### src/hdl/lzss_pkg.sv
package lzss_pkg;

  // history window geometry
  localparam int unsigned WIN_AW         = 12;
  localparam int unsigned WIN_DEPTH      = 1 << WIN_AW;
  localparam int unsigned START_POSITION = 4078;
  localparam logic [WIN_AW-1:0] START_ADDR = WIN_AW'(START_POSITION);

  // match length counter: low nibble plus three, at most 18
  localparam int unsigned LEN_W    = 5;
  localparam int unsigned LEN_BIAS = 3;

  // controller to datapath commands
  typedef struct packed {
    logic clear_wr;   // zero one window entry, step the clear address
    logic lit_wr;     // literal: write window, load output word
    logic low_load;   // keep low position byte of a match
    logic run_start;  // load match source address and length
    logic rd_issue;   // read window at source address
    logic e_emit;     // write fetched byte back and load output word
    logic e_last;     // fetched byte is the final one of the run
  } lzss_cmd_t;

  // datapath to controller status
  typedef struct packed {
    logic out_free;   // output register can take a word this cycle
    logic rem_zero;   // no bytes left to fetch
    logic rem_one;    // one byte left to fetch
    logic clr_last;   // clear pass at its final entry
  } lzss_stat_t;

endpackage

### src/hdl/lzss_ctrl.sv
module lzss_ctrl (
  input  logic                 clk,
  input  logic                 rst_n,
  input  logic                 in_valid,
  output logic                 in_stall,
  input  logic [7:0]           in_byte,
  input  logic                 in_end_of_stream,
  input  lzss_pkg::lzss_stat_t stat,
  output lzss_pkg::lzss_cmd_t  cmd
);
  import lzss_pkg::*;

  localparam logic [1:0] ST_CLEAR = 2'd0;
  localparam logic [1:0] ST_IDLE  = 2'd1;
  localparam logic [1:0] ST_MATCH = 2'd2;

  localparam logic [1:0] PH_SHIFT = 2'd0;
  localparam logic [1:0] PH_ITEM  = 2'd1;
  localparam logic [1:0] PH_HIGH  = 2'd2;

  logic [1:0]  state_r, state_nxt;
  logic [1:0]  phase_r, phase_nxt;
  logic [15:0] flag_r, flag_nxt;
  logic        eos_pend_r, eos_pend_nxt;
  logic        e_valid_r, e_valid_nxt;
  logic        e_last_r, e_last_nxt;

  logic        accept;
  logic [15:0] flag_shifted;
  logic [15:0] flag_cur;

  assign in_stall     = !((state_r == ST_IDLE) && stat.out_free);
  assign accept       = in_valid && !in_stall;
  assign flag_shifted = {1'b0, flag_r[15:1]};
  assign flag_cur     = (phase_r == PH_ITEM) ? flag_r : flag_shifted;

  always_comb begin
    state_nxt    = state_r;
    phase_nxt    = phase_r;
    flag_nxt     = flag_r;
    eos_pend_nxt = eos_pend_r;
    e_valid_nxt  = e_valid_r;
    e_last_nxt   = e_last_r;
    cmd          = '0;

    unique case (state_r)
      // zero the window one entry a cycle
      ST_CLEAR: begin
        cmd.clear_wr = 1'b1;
        if (stat.clr_last) begin
          state_nxt = ST_IDLE;
        end
      end

      // decode one compressed word
      ST_IDLE: begin
        if (accept) begin
          if (phase_r == PH_HIGH) begin
            cmd.run_start = 1'b1;
            phase_nxt     = PH_SHIFT;
            eos_pend_nxt  = in_end_of_stream;
            e_valid_nxt   = 1'b0;
            state_nxt     = ST_MATCH;
          end else if ((phase_r != PH_ITEM) && !flag_shifted[8]) begin
            // new flag word, marker ones above it
            flag_nxt  = {8'hFF, in_byte};
            phase_nxt = PH_ITEM;
          end else begin
            flag_nxt = flag_cur;
            if (flag_cur[0]) begin
              cmd.lit_wr = 1'b1;
              phase_nxt  = PH_SHIFT;
            end else begin
              cmd.low_load = 1'b1;
              phase_nxt    = PH_HIGH;
            end
          end
          if (in_end_of_stream && (phase_r != PH_HIGH)) begin
            flag_nxt  = '0;
            phase_nxt = PH_SHIFT;
            state_nxt = ST_CLEAR;
          end
        end
      end

      // copy run: fetch one byte while the previous one is written back
      ST_MATCH: begin
        cmd.e_emit   = e_valid_r && stat.out_free;
        cmd.e_last   = e_last_r;
        cmd.rd_issue = !stat.rem_zero && (!e_valid_r || stat.out_free);
        if (cmd.rd_issue) begin
          e_valid_nxt = 1'b1;
          e_last_nxt  = stat.rem_one;
        end else if (cmd.e_emit) begin
          e_valid_nxt = 1'b0;
        end
        if (cmd.e_emit && e_last_r) begin
          if (eos_pend_r) begin
            flag_nxt  = '0;
            phase_nxt = PH_SHIFT;
            state_nxt = ST_CLEAR;
          end else begin
            state_nxt = ST_IDLE;
          end
        end
      end

      default: begin
        state_nxt = ST_CLEAR;
      end
    endcase
  end

  always_ff @(posedge clk) begin
    if (!rst_n) begin
      state_r    <= ST_CLEAR;
      phase_r    <= PH_SHIFT;
      flag_r     <= '0;
      eos_pend_r <= 1'b0;
      e_valid_r  <= 1'b0;
      e_last_r   <= 1'b0;
    end else begin
      state_r    <= state_nxt;
      phase_r    <= phase_nxt;
      flag_r     <= flag_nxt;
      eos_pend_r <= eos_pend_nxt;
      e_valid_r  <= e_valid_nxt;
      e_last_r   <= e_last_nxt;
    end
  end

endmodule

### config.mk
export PLATFORM = sky130hd
export DESIGN_NAME = lzss_ctrl
export DESIGN_NICKNAME = d
export VERILOG_FILES = /design/src/hdl/lzss_pkg.sv /design/src/hdl/lzss_ctrl.sv
export SDC_FILE = /design/constraint.sdc
export NUM_CORES = 1
export LEC_CHECK = 0
export CORE_MARGIN = 2
export CORE_UTILIZATION = 35
export CTS_CLUSTER_DIAMETER = 150
export DETAILED_ROUTE_END_ITERATION = 6
export DONT_BUFFER_PORTS = 1
export GPL_TIMING_DRIVEN = 0
export PLACE_DENSITY = 0.54
export SETUP_SLACK_MARGIN = 0.15
export SLEW_MARGIN = 10
export SYNTH_ARGS = -nofsm -noshare
export SYNTH_HDL_FRONTEND = slang
export SYNTH_SLANG_ARGS = --single-unit
### constraint.sdc
create_clock -name clk -period 2.5 [get_ports clk]
set_input_delay 0.5 -clock clk [delete_from_list [all_inputs] [get_ports clk]]
set_output_delay 0.5 -clock clk [all_outputs]
set_load 0.01 [all_outputs]
==> metrics.md, run 1 <==
| Metric | Value |
|---|---|
| Core region area | 0.00363 sq mm |
| Clk buf depth | 2 |
| Xor/xnor share of the synthesized area | 0% |
| Final worst path period share | a little over four fifths |
| I/O pin count | 24 |
| Grt total ovfl | 0 |
| Gr usage total | between 10% and 20% |
| Leak | 0.511 nW |
| # Max-Cap Violations | 0 |
| Largest net degree at the start of global routing | 15 |
| Top cells by area, synth | dfxtp_1 35%, mux2i_1 9.9%, ha_1 4.7% |
| Status | completed |
| Sequential element share of the synthesized area | a little over a third |
| Sequence of cells on the critical path | inv_1 -> ha_2 -> inv_1 -> nor3_1 -> buf_4 |
| Final Hold Viols | 0 |
| Critical path class | register to output port |
| Critical path's top delay family | buffers and inverters |
| Vias in the first global route | between 1000 and 1500 |
| Post-synthesis compound-gate area fraction | approximately 22% |
| Adder-Cell Fraction of Synth Area | 4.75% |
| Placed cell areas | around 0.0014 sq mm |
| Mapped Cells | roughly 140 |
| Critical Path Max Stage Delay | 0.36 ns |
| VDD IR max | around 0.32 mV |
| Buf/Inv on CP | 3 |
| Root buf cell | clkbuf_8 |
| Startpoint Class | register |
| Number of antenna violations at the first check in global routing | 0 |
| Total CTS buffers | 3 |
| Die ar. | 0.00427 sq mm |
| Depth of the CTS H-tree | 1 |
| Worst-path maximum fanout | 7 |
| DRT Pass-1 Iters | 4 |
| Die height | 65.4 microns |
| Type of the most critical hold path | input port to register |
| # hold bufs at CTS | 0 |
| Antenna-violating nets left | 0 |
| Port buffer count | 0 |
| DP Wirelength | just over 2000 microns |
| Largest area contributor in the netlist | dfxtp_1 |
| Clock Latency Late Sink | 0.27 ns |
| Detailed router's first-iteration violation count | between 40 and 50 |
| Site Rows | 22 |
| Fmax achieved | ~0.47 GHz |
| Async set-reset flop share out of synthesis | 0% |
| Finished Cell Area | about 0.0014 sq mm |
| CTS tree | done |
| Ys flop type | dfxtp_1 |
| Setup Fix Bufs, Post-CTS | 0 |
| Post-Syn Area | between 0.001 and 0.0015 sq mm |
| Largest family of logic cells by synthesized area | compound AO/OA/AOI/OAI gates |
| Register bit total from synthesis | 23 |
| WL/cell | roughly 14 microns |
| Top cells by count, synth | 23 x dfxtp_1, 16 x nand2_1, 13 x mux2i_1 |
| Total routed wirelength | between 2000 and 3000 microns |
| DR DRC count | 0 |
| Relative slew slack | between 70% and 80% |
| Yosys top cell area share | roughly a third |
| Area taken by multi-input logic gates | 778 sq um |
| Layout area overhead | 8.83% |
| Clock Skews | about 0.006 ns |
| GPL Wtd Cong | between 0.7 and 0.8 |
| First-pass GRT wire length | ~4900 microns |
| Antenna Cells | 0 |
| Average size of a mapped cell | between 9 and 10 sq um |
| Worst slew pin tran | about 0.38 ns |
| Register area | 460 sq um |
| Crit end category | output port |
| CP most frequent cell | inv_1 |
| Total number of vias | a little over 1000 |
| Final #Nets | 170 |
| Clk sink count | 23 |
| Slew Viols, Final | 0 |
| Slowest CP cell | dfxtp_1 |
| Vias/cell | 5.30 |
| Worst Path Required | ~2.0 ns |
| Setup TNS | 0 ns |
| Flop-to-flop setup slack | ~0.4 ns |
| Post-synthesis mux area share | 11.6% |
| Distinct cells, synth | 40 |
| Syn Nets | about 170 |
| Top-count cell post-synth | dfxtp_1 |
| Clock-pin slew on the worst setup and hold paths | 0.08 ns |
| Min cycle time layout | between 2 and 2.5 ns |
| Initial Util | 36.3% |
| Simple-gate share of the synthesized area | roughly a fifth |
| Layout cell share with drive strength beyond 1 | roughly 16% |
| Layout filler cell count | a little under 400 |
| Final setup fails | 0 |
| Die W | roughly 65 microns |
| RSZ-0062 raised after global routing | false |
| Yosys warns | 0 |
| Power Dens Cells | roughly 880 mW/mm^2 |
| Post-synth EDFFs | 0 |
| Crit path DAT | approximately 1.6 ns |
kinds of logic (layout without fill, tap and decap cells):
| group | count (synthesis) | after routing |
|---|---|---|
| muxes | 15 | 15 |
| DFF | 23 | 23 |
| adders and majority gates | 5 | 5 |
| and+or+nand+nor | 51 | 51 |
| AOI/OAI and AO/OA | 32 | 32 |
| buffers and inverters | 18 | 22 |
worst paths after layout:
| kind | from | cells after the start | to |
|---|---|---|---|
| hold reg to reg | flag_r[15]$_SDFFE_PN0P_ | 1 | flag_r[15]$_SDFFE_PN0P_ |
| hold / removal | stat[1] | 2 | e_last_r$_SDFFE_PN0P_ |
| setup reg to reg | state_r[1]$_SDFFE_PN0P_ | 7 | flag_r[14]$_SDFFE_PN0P_ |
| setup / recovery | state_r[0]$_SDFFE_PN0P_ | 5 | cmd[2] |
per-layer routing:
metal  part of all wire [%]  GRT usage, %  vias up
met4                   0.69          3.13        0
met2                     46          25.4       25
met5                      0             0        -
li1                       -             -      516
met1                     47          17.4      495
met3                    6.7          5.31        2
registers in the layout, summed over array words and instances (netlist names):
name and flops:
flag_r 16, state_r 2, e_valid_r 1, eos_pend_r 1
e_last_r 1, phase_r 2
power breakdown:
part	switching, mW	internal, mW	total, mW
combinational	0.276	0.240	0.517
sequential	0.0496	0.448	0.498
clock	0.130	0.113	0.243
total	0.456	0.802	1.26
through the flow:
step                total power, mW  hold slack (ns)  setup WS, ns  util [%]  cells
finish                         1.26            0.391         0.377      39.5    196
global route                   1.36            0.418         0.184      39.5    196
global placement               1.00            0.428         0.254      37.9    192
detailed placement             1.02            0.439         0.178      37.9    192
floorplan                     0.923            0.421         0.550         -    144
CTS                            1.27            0.390         0.274      39.3    196
layout make-up:
cell class	instances	share of cell area (%)
multi-input combinational	103	54.3
sequential	23	32.1
tap	48	4.19
buffer	9	3.66
clock buffer	3	2.88
inverter	9	2.36
clock inverter	1	0.524
placed cells by master (no fill, tap or decap), types with 2 or more instances in the layout:
cell type / instances
a21oi_1: 4
nand4b_1: 2
o2bb2ai_1: 7
o21a_1: 2
nand4_1: 2
nor3_1: 4
o21ai_0: 3
mux2i_1: 13
buf_2: 2
nor2_1: 9
clkbuf_1: 3
inv_1: 9
ha_1: 4
dfxtp_1: 23
mux2_2: 2
clkbuf_8: 3
a22o_2: 5
nand2_1: 16
nand2b_1: 9
a21o_1: 2
timing repair:
item | 4_1_cts | 5_1_grt
gates resized for setup | 2 | 2
cloned | 0 | 0
hold endpoints to repair | 0 | 0
endpoints found under the setup margin | 1 | 2
Power figures use the tool's default switching activity.
==> run 2: changes to the inputs <==
--- a/config.mk
+++ b/config.mk
@@ -5,6 +5,7 @@
 export SDC_FILE = /design/constraint.sdc
 export NUM_CORES = 1
 export LEC_CHECK = 0
+export ABC_AREA = 1
 export CORE_MARGIN = 2
 export CORE_UTILIZATION = 35
 export CTS_CLUSTER_DIAMETER = 150
==> constraint.sdc (replaced) <==
create_clock -name clk -period 2.2 [get_ports clk]
set_input_delay 0.44 -clock clk [delete_from_list [all_inputs] [get_ports clk]]
set_output_delay 0.44 -clock clk [all_outputs]
set_load 0.01 [all_outputs]
==> metrics.md, run 2 <==
| Metric | Value |
|---|---|
| I/O pin count | 24 (unchanged) |
| CP Depth | 5 (unchanged) |
| Worst Path Required | 1.76 ns (-0.24 ns) |
| Slowest CP cell | dfxtp_1 |
| M1 GR Usage | 22.7% (+5.2 points) |
| Setup TNS | 0 ns (unchanged) |
| Layout cell share with drive strength beyond 1 | 26.1% (+9.9 points) |
| Critical path's top delay family | simple AND/OR/NAND/NOR gates |
| Distinct cells, synth | 24 (-40%) |
| Gr usage total | 14.7% (about the same) |
| WL/cell | 12.0 microns (-15%) |
| Final Hold Viols | 0 (unchanged) |
| Yosys top cell area share | 31.6% (-3.4 points) |
| Min cycle time layout | between 1.5 and 2 ns |
| R2R depth | 9 (+2) |
| Antenna Cells | 0 (unchanged) |
| Top reg by flops | flag_r |
| Leak | 0.612 nW (+20%) |
| Net switching power | 0.959 mW (+110%) |
| Grt total ovfl | 0 (unchanged) |
| Final worst path period share | 88.8% |
| Top-count cell post-synth | nand2_1 |
| Largest area contributor in the netlist | dfxtp_1 |
| Detailed router's first-iteration violation count | 55 (+28%) |
| Relative slew slack | 57.3% (-18 points) |
| Mapped Cells | 199 (+38%) |
| Power Dens Cells | 1300 mW/mm^2 (+48%) |
| Total routed wirelength | 3040 microns (+9.9%) |
| Total number of vias | 1173 (+13%) |
| Die height | 68.6 microns (+4.9%) |
| Die ar. | 0.00470 sq mm (+10%) |
| Top cells by area, synth | dfxtp_1 32%, nand2_1 15%, nand3_2 8.2% |
| Root buf cell | clkbuf_8 |
| Switching share of power | 46.7% (+10 points) |
| Worst slack, placed | 0.417 ns (+0.239 ns) |
| Number of antenna violations at the first check in global routing | 0 (unchanged) |
| Antenna-violating nets left | 0 (unchanged) |
| Crit end category | output port |
| Post-Syn Area | 0.00146 sq mm (+11%) |
| Status | completed |
| Vias/cell | 4.64 (-12%) |
| Final setup fails | 0 (unchanged) |
| Worst hold slack | 0.301 ns (-0.0893 ns) |
| Fmax achieved | between 0.5 and 0.6 GHz |
| Ys flop type | dfxtp_1 |
| DRT Pass-1 Iters | 4 (unchanged) |
| Async set-reset flop share out of synthesis | 0% (unchanged) |
| Final Worst Setup Slack | 0.247 ns (-0.130 ns) |
| Core region area | 0.00400 sq mm (+10%) |
| Total CTS buffers | 3 (unchanged) |
| Buf/Inv on CP | 1 (-2) |
| # Max-Cap Violations | 0 (unchanged) |
| Crit path DAT | 1.51 ns (-0.11 ns) |
| Post-synth EDFFs | 0 (unchanged) |
| RSZ-0062 raised after global routing | false |
| # hold bufs at CTS | 0 (unchanged) |
| Top cells by count, synth | 60 x nand2_1, 23 x dfxtp_1, 16 x inv_1, 14 x nand3_1, 14 x nor2_1 |
| Clk buf depth | 2 (unchanged) |
| Critical Path Max Stage Delay | 0.34 ns (-0.02 ns) |
| CTS tree | done |
| Clk network pwr share | 13.5% (-5.8 points) |
| Clk sink count | 23 (unchanged) |
| Leading cell type in the layout, fill and taps excluded | nand2_1 |
| Clock-pin slew on the worst setup and hold paths | 0.09 ns (about the same) |
| Yosys warns | 0 (unchanged) |
| Worst Hold Depth | 2 (unchanged) |
| Register bit total from synthesis | 23 (unchanged) |
| VDD IR max | 0.642 mV (+100%) |
| DR DRC count | 0 (unchanged) |
| Clock Latency Late Sink | 0.27 ns (about the same) |
| Sequential element share of the synthesized area | 31.6% (-3.4 points) |
| Biggest regs | flag_r: 16 flops, phase_r: 2 flops, state_r: 2 flops |
| Max reg flops | 16 (unchanged) |
| Critical path class | register to output port |
| Type of the most critical hold path | input port to register |
| Clock Skews | 0.000957 ns (-0.00505 ns) |
| Port buffer count | 0 (unchanged) |
| Initial Util | 36.5% (+0.21 points) |
| Commonest cells after routing, fill and taps aside | 60 x nand2_1, 23 x dfxtp_1, 16 x inv_1 |
| First-pass GRT wire length | 5190 microns (+6.2%) |
| Startpoint Class | register |
| Site Rows | 23 (+4.5%) |
| Layout filler cell count | 421 (+8.5%) |
| Final #Nets | 225 (+32%) |
| Vias in the first global route | 1066 (+0.95%) |
| Worst slew pin tran | 0.641 ns (+0.265 ns) |
| Depth of the CTS H-tree | 1 (unchanged) |
| Die W | 68.6 microns (+4.9%) |
| Layout area overhead | 8.23% |
| Largest net degree at the start of global routing | 14 (-1) |
| Cell internal pwr | 1.10 mW (+37%) |
| GR Util met2 | 20.7% (-4.7 points) |
| DP Wirelength | 2250 microns (+9.5%) |
| Layer with the highest usage | met1 |
| Syn Nets | 220 (+33%) |
| Slew Viols, Final | 0 (unchanged) |
| Average size of a mapped cell | 7.33 sq um (-20%) |
| Worst-path maximum fanout | 4 (-3) |
| GPL Wtd Cong | 0.750 (-2.7%) |
| Sequential share of power | 28.3% (-11 points) |
| Sequence of cells on the critical path | inv_1 -> ha_2 -> nand3_2 -> nand3b_1 -> a21oi_2 |
| Comb pwr share | 58.2% (+17 points) |
| Grt met3 use | 2.11% (-3.2 points) |
[run 2: changes by cell type after synthesis, sizes merged, moves of 9 or more]
cell / delta
nand2: +50
nand3: +24
a21oi: +17
mux2i: -13
inv: +9
nand2b: -9
[run 2: per-layer routing]
layer  wire length, microns  vias up
li1                       -      642
met1                   1660      516
met2                   1280       13
met3                     76        2
met4                     23        0
met5                      0        -
[run 2: worst reg2reg max path, cell delays in order (launching register included)]
cell and delay, ns:
dfxtp_1 0.41, inv_1 0.08, ha_1 0.26, nand2_1 0.15, nand2_1 0.09, nor2_1 0.13
nand3_2 0.17, buf_6 0.19, nand2_1 0.07, a21oi_2 0.05
[run 2: metrics by stage]
step / area [sq um] / util [%] / instances / total power, mW
after global placement: 1520 / 38.0 / 249 / 1.79
final: 1580 / 39.5 / 253 / 2.06
after global routing: 1580 / 39.5 / 253 / 2.23
after CTS: 1570 / 39.3 / 253 / 2.07
after floorplan: 1460 / - / 199 / 1.57
after detailed placement: 1520 / 38.0 / 249 / 1.79
[run 2: cell type report]
type	instances	area (sq um)	share of cell area (%)
clock inverter	1	5.00	0.317
inverter	18	67.6	4.28
sequential	23	460	29.2
tap	50	62.6	3.96
clock buffer	3	41.3	2.61
buffer	8	71.3	4.52
multi-input combinational	150	871	55.2
[run 2: path summary, 6_finish.rpt]
path | to | start | slack [ns]
hold reg to reg | flag_r[12]$_SDFFE_PN0P_ | flag_r[12]$_SDFFE_PN0P_ | 0.46
setup reg to reg | flag_r[3]$_SDFFE_PN0P_ | state_r[0]$_SDFFE_PN0P_ | 0.46
hold / removal | eos_pend_r$_SDFFE_PN0P_ | rst_n | 0.30
setup / recovery | cmd[5] | state_r[1]$_SDFFE_PN0P_ | 0.25
[run 2: cell families (layout without fill, tap and decap cells)]
kind of cell	after synthesis	count (layout)	synth area share, %
simple gates	117	117	42.3
compound gates	28	28	12.3
buf+inv	26	30	9.52
flops	23	23	31.6
fa+ha+maj	5	5	4.29
[run 2: power groups by stage]
stage	registers [mW]	clock network, mW	logic [mW]
2_1_floorplan	0.577	0	0.995
3_3_place_gp	0.592	0	1.20
3_5_place_dp	0.591	0	1.20
4_1_cts	0.582	0.282	1.20
5_1_grt	0.596	0.297	1.34
6_report	0.582	0.277	1.20
[run 2: timing repair]
action                     CTS  global route
gates resized for setup      1             3
pin swaps                    0             0
setup buffers                0             0
setup endpoints to repair    1             3
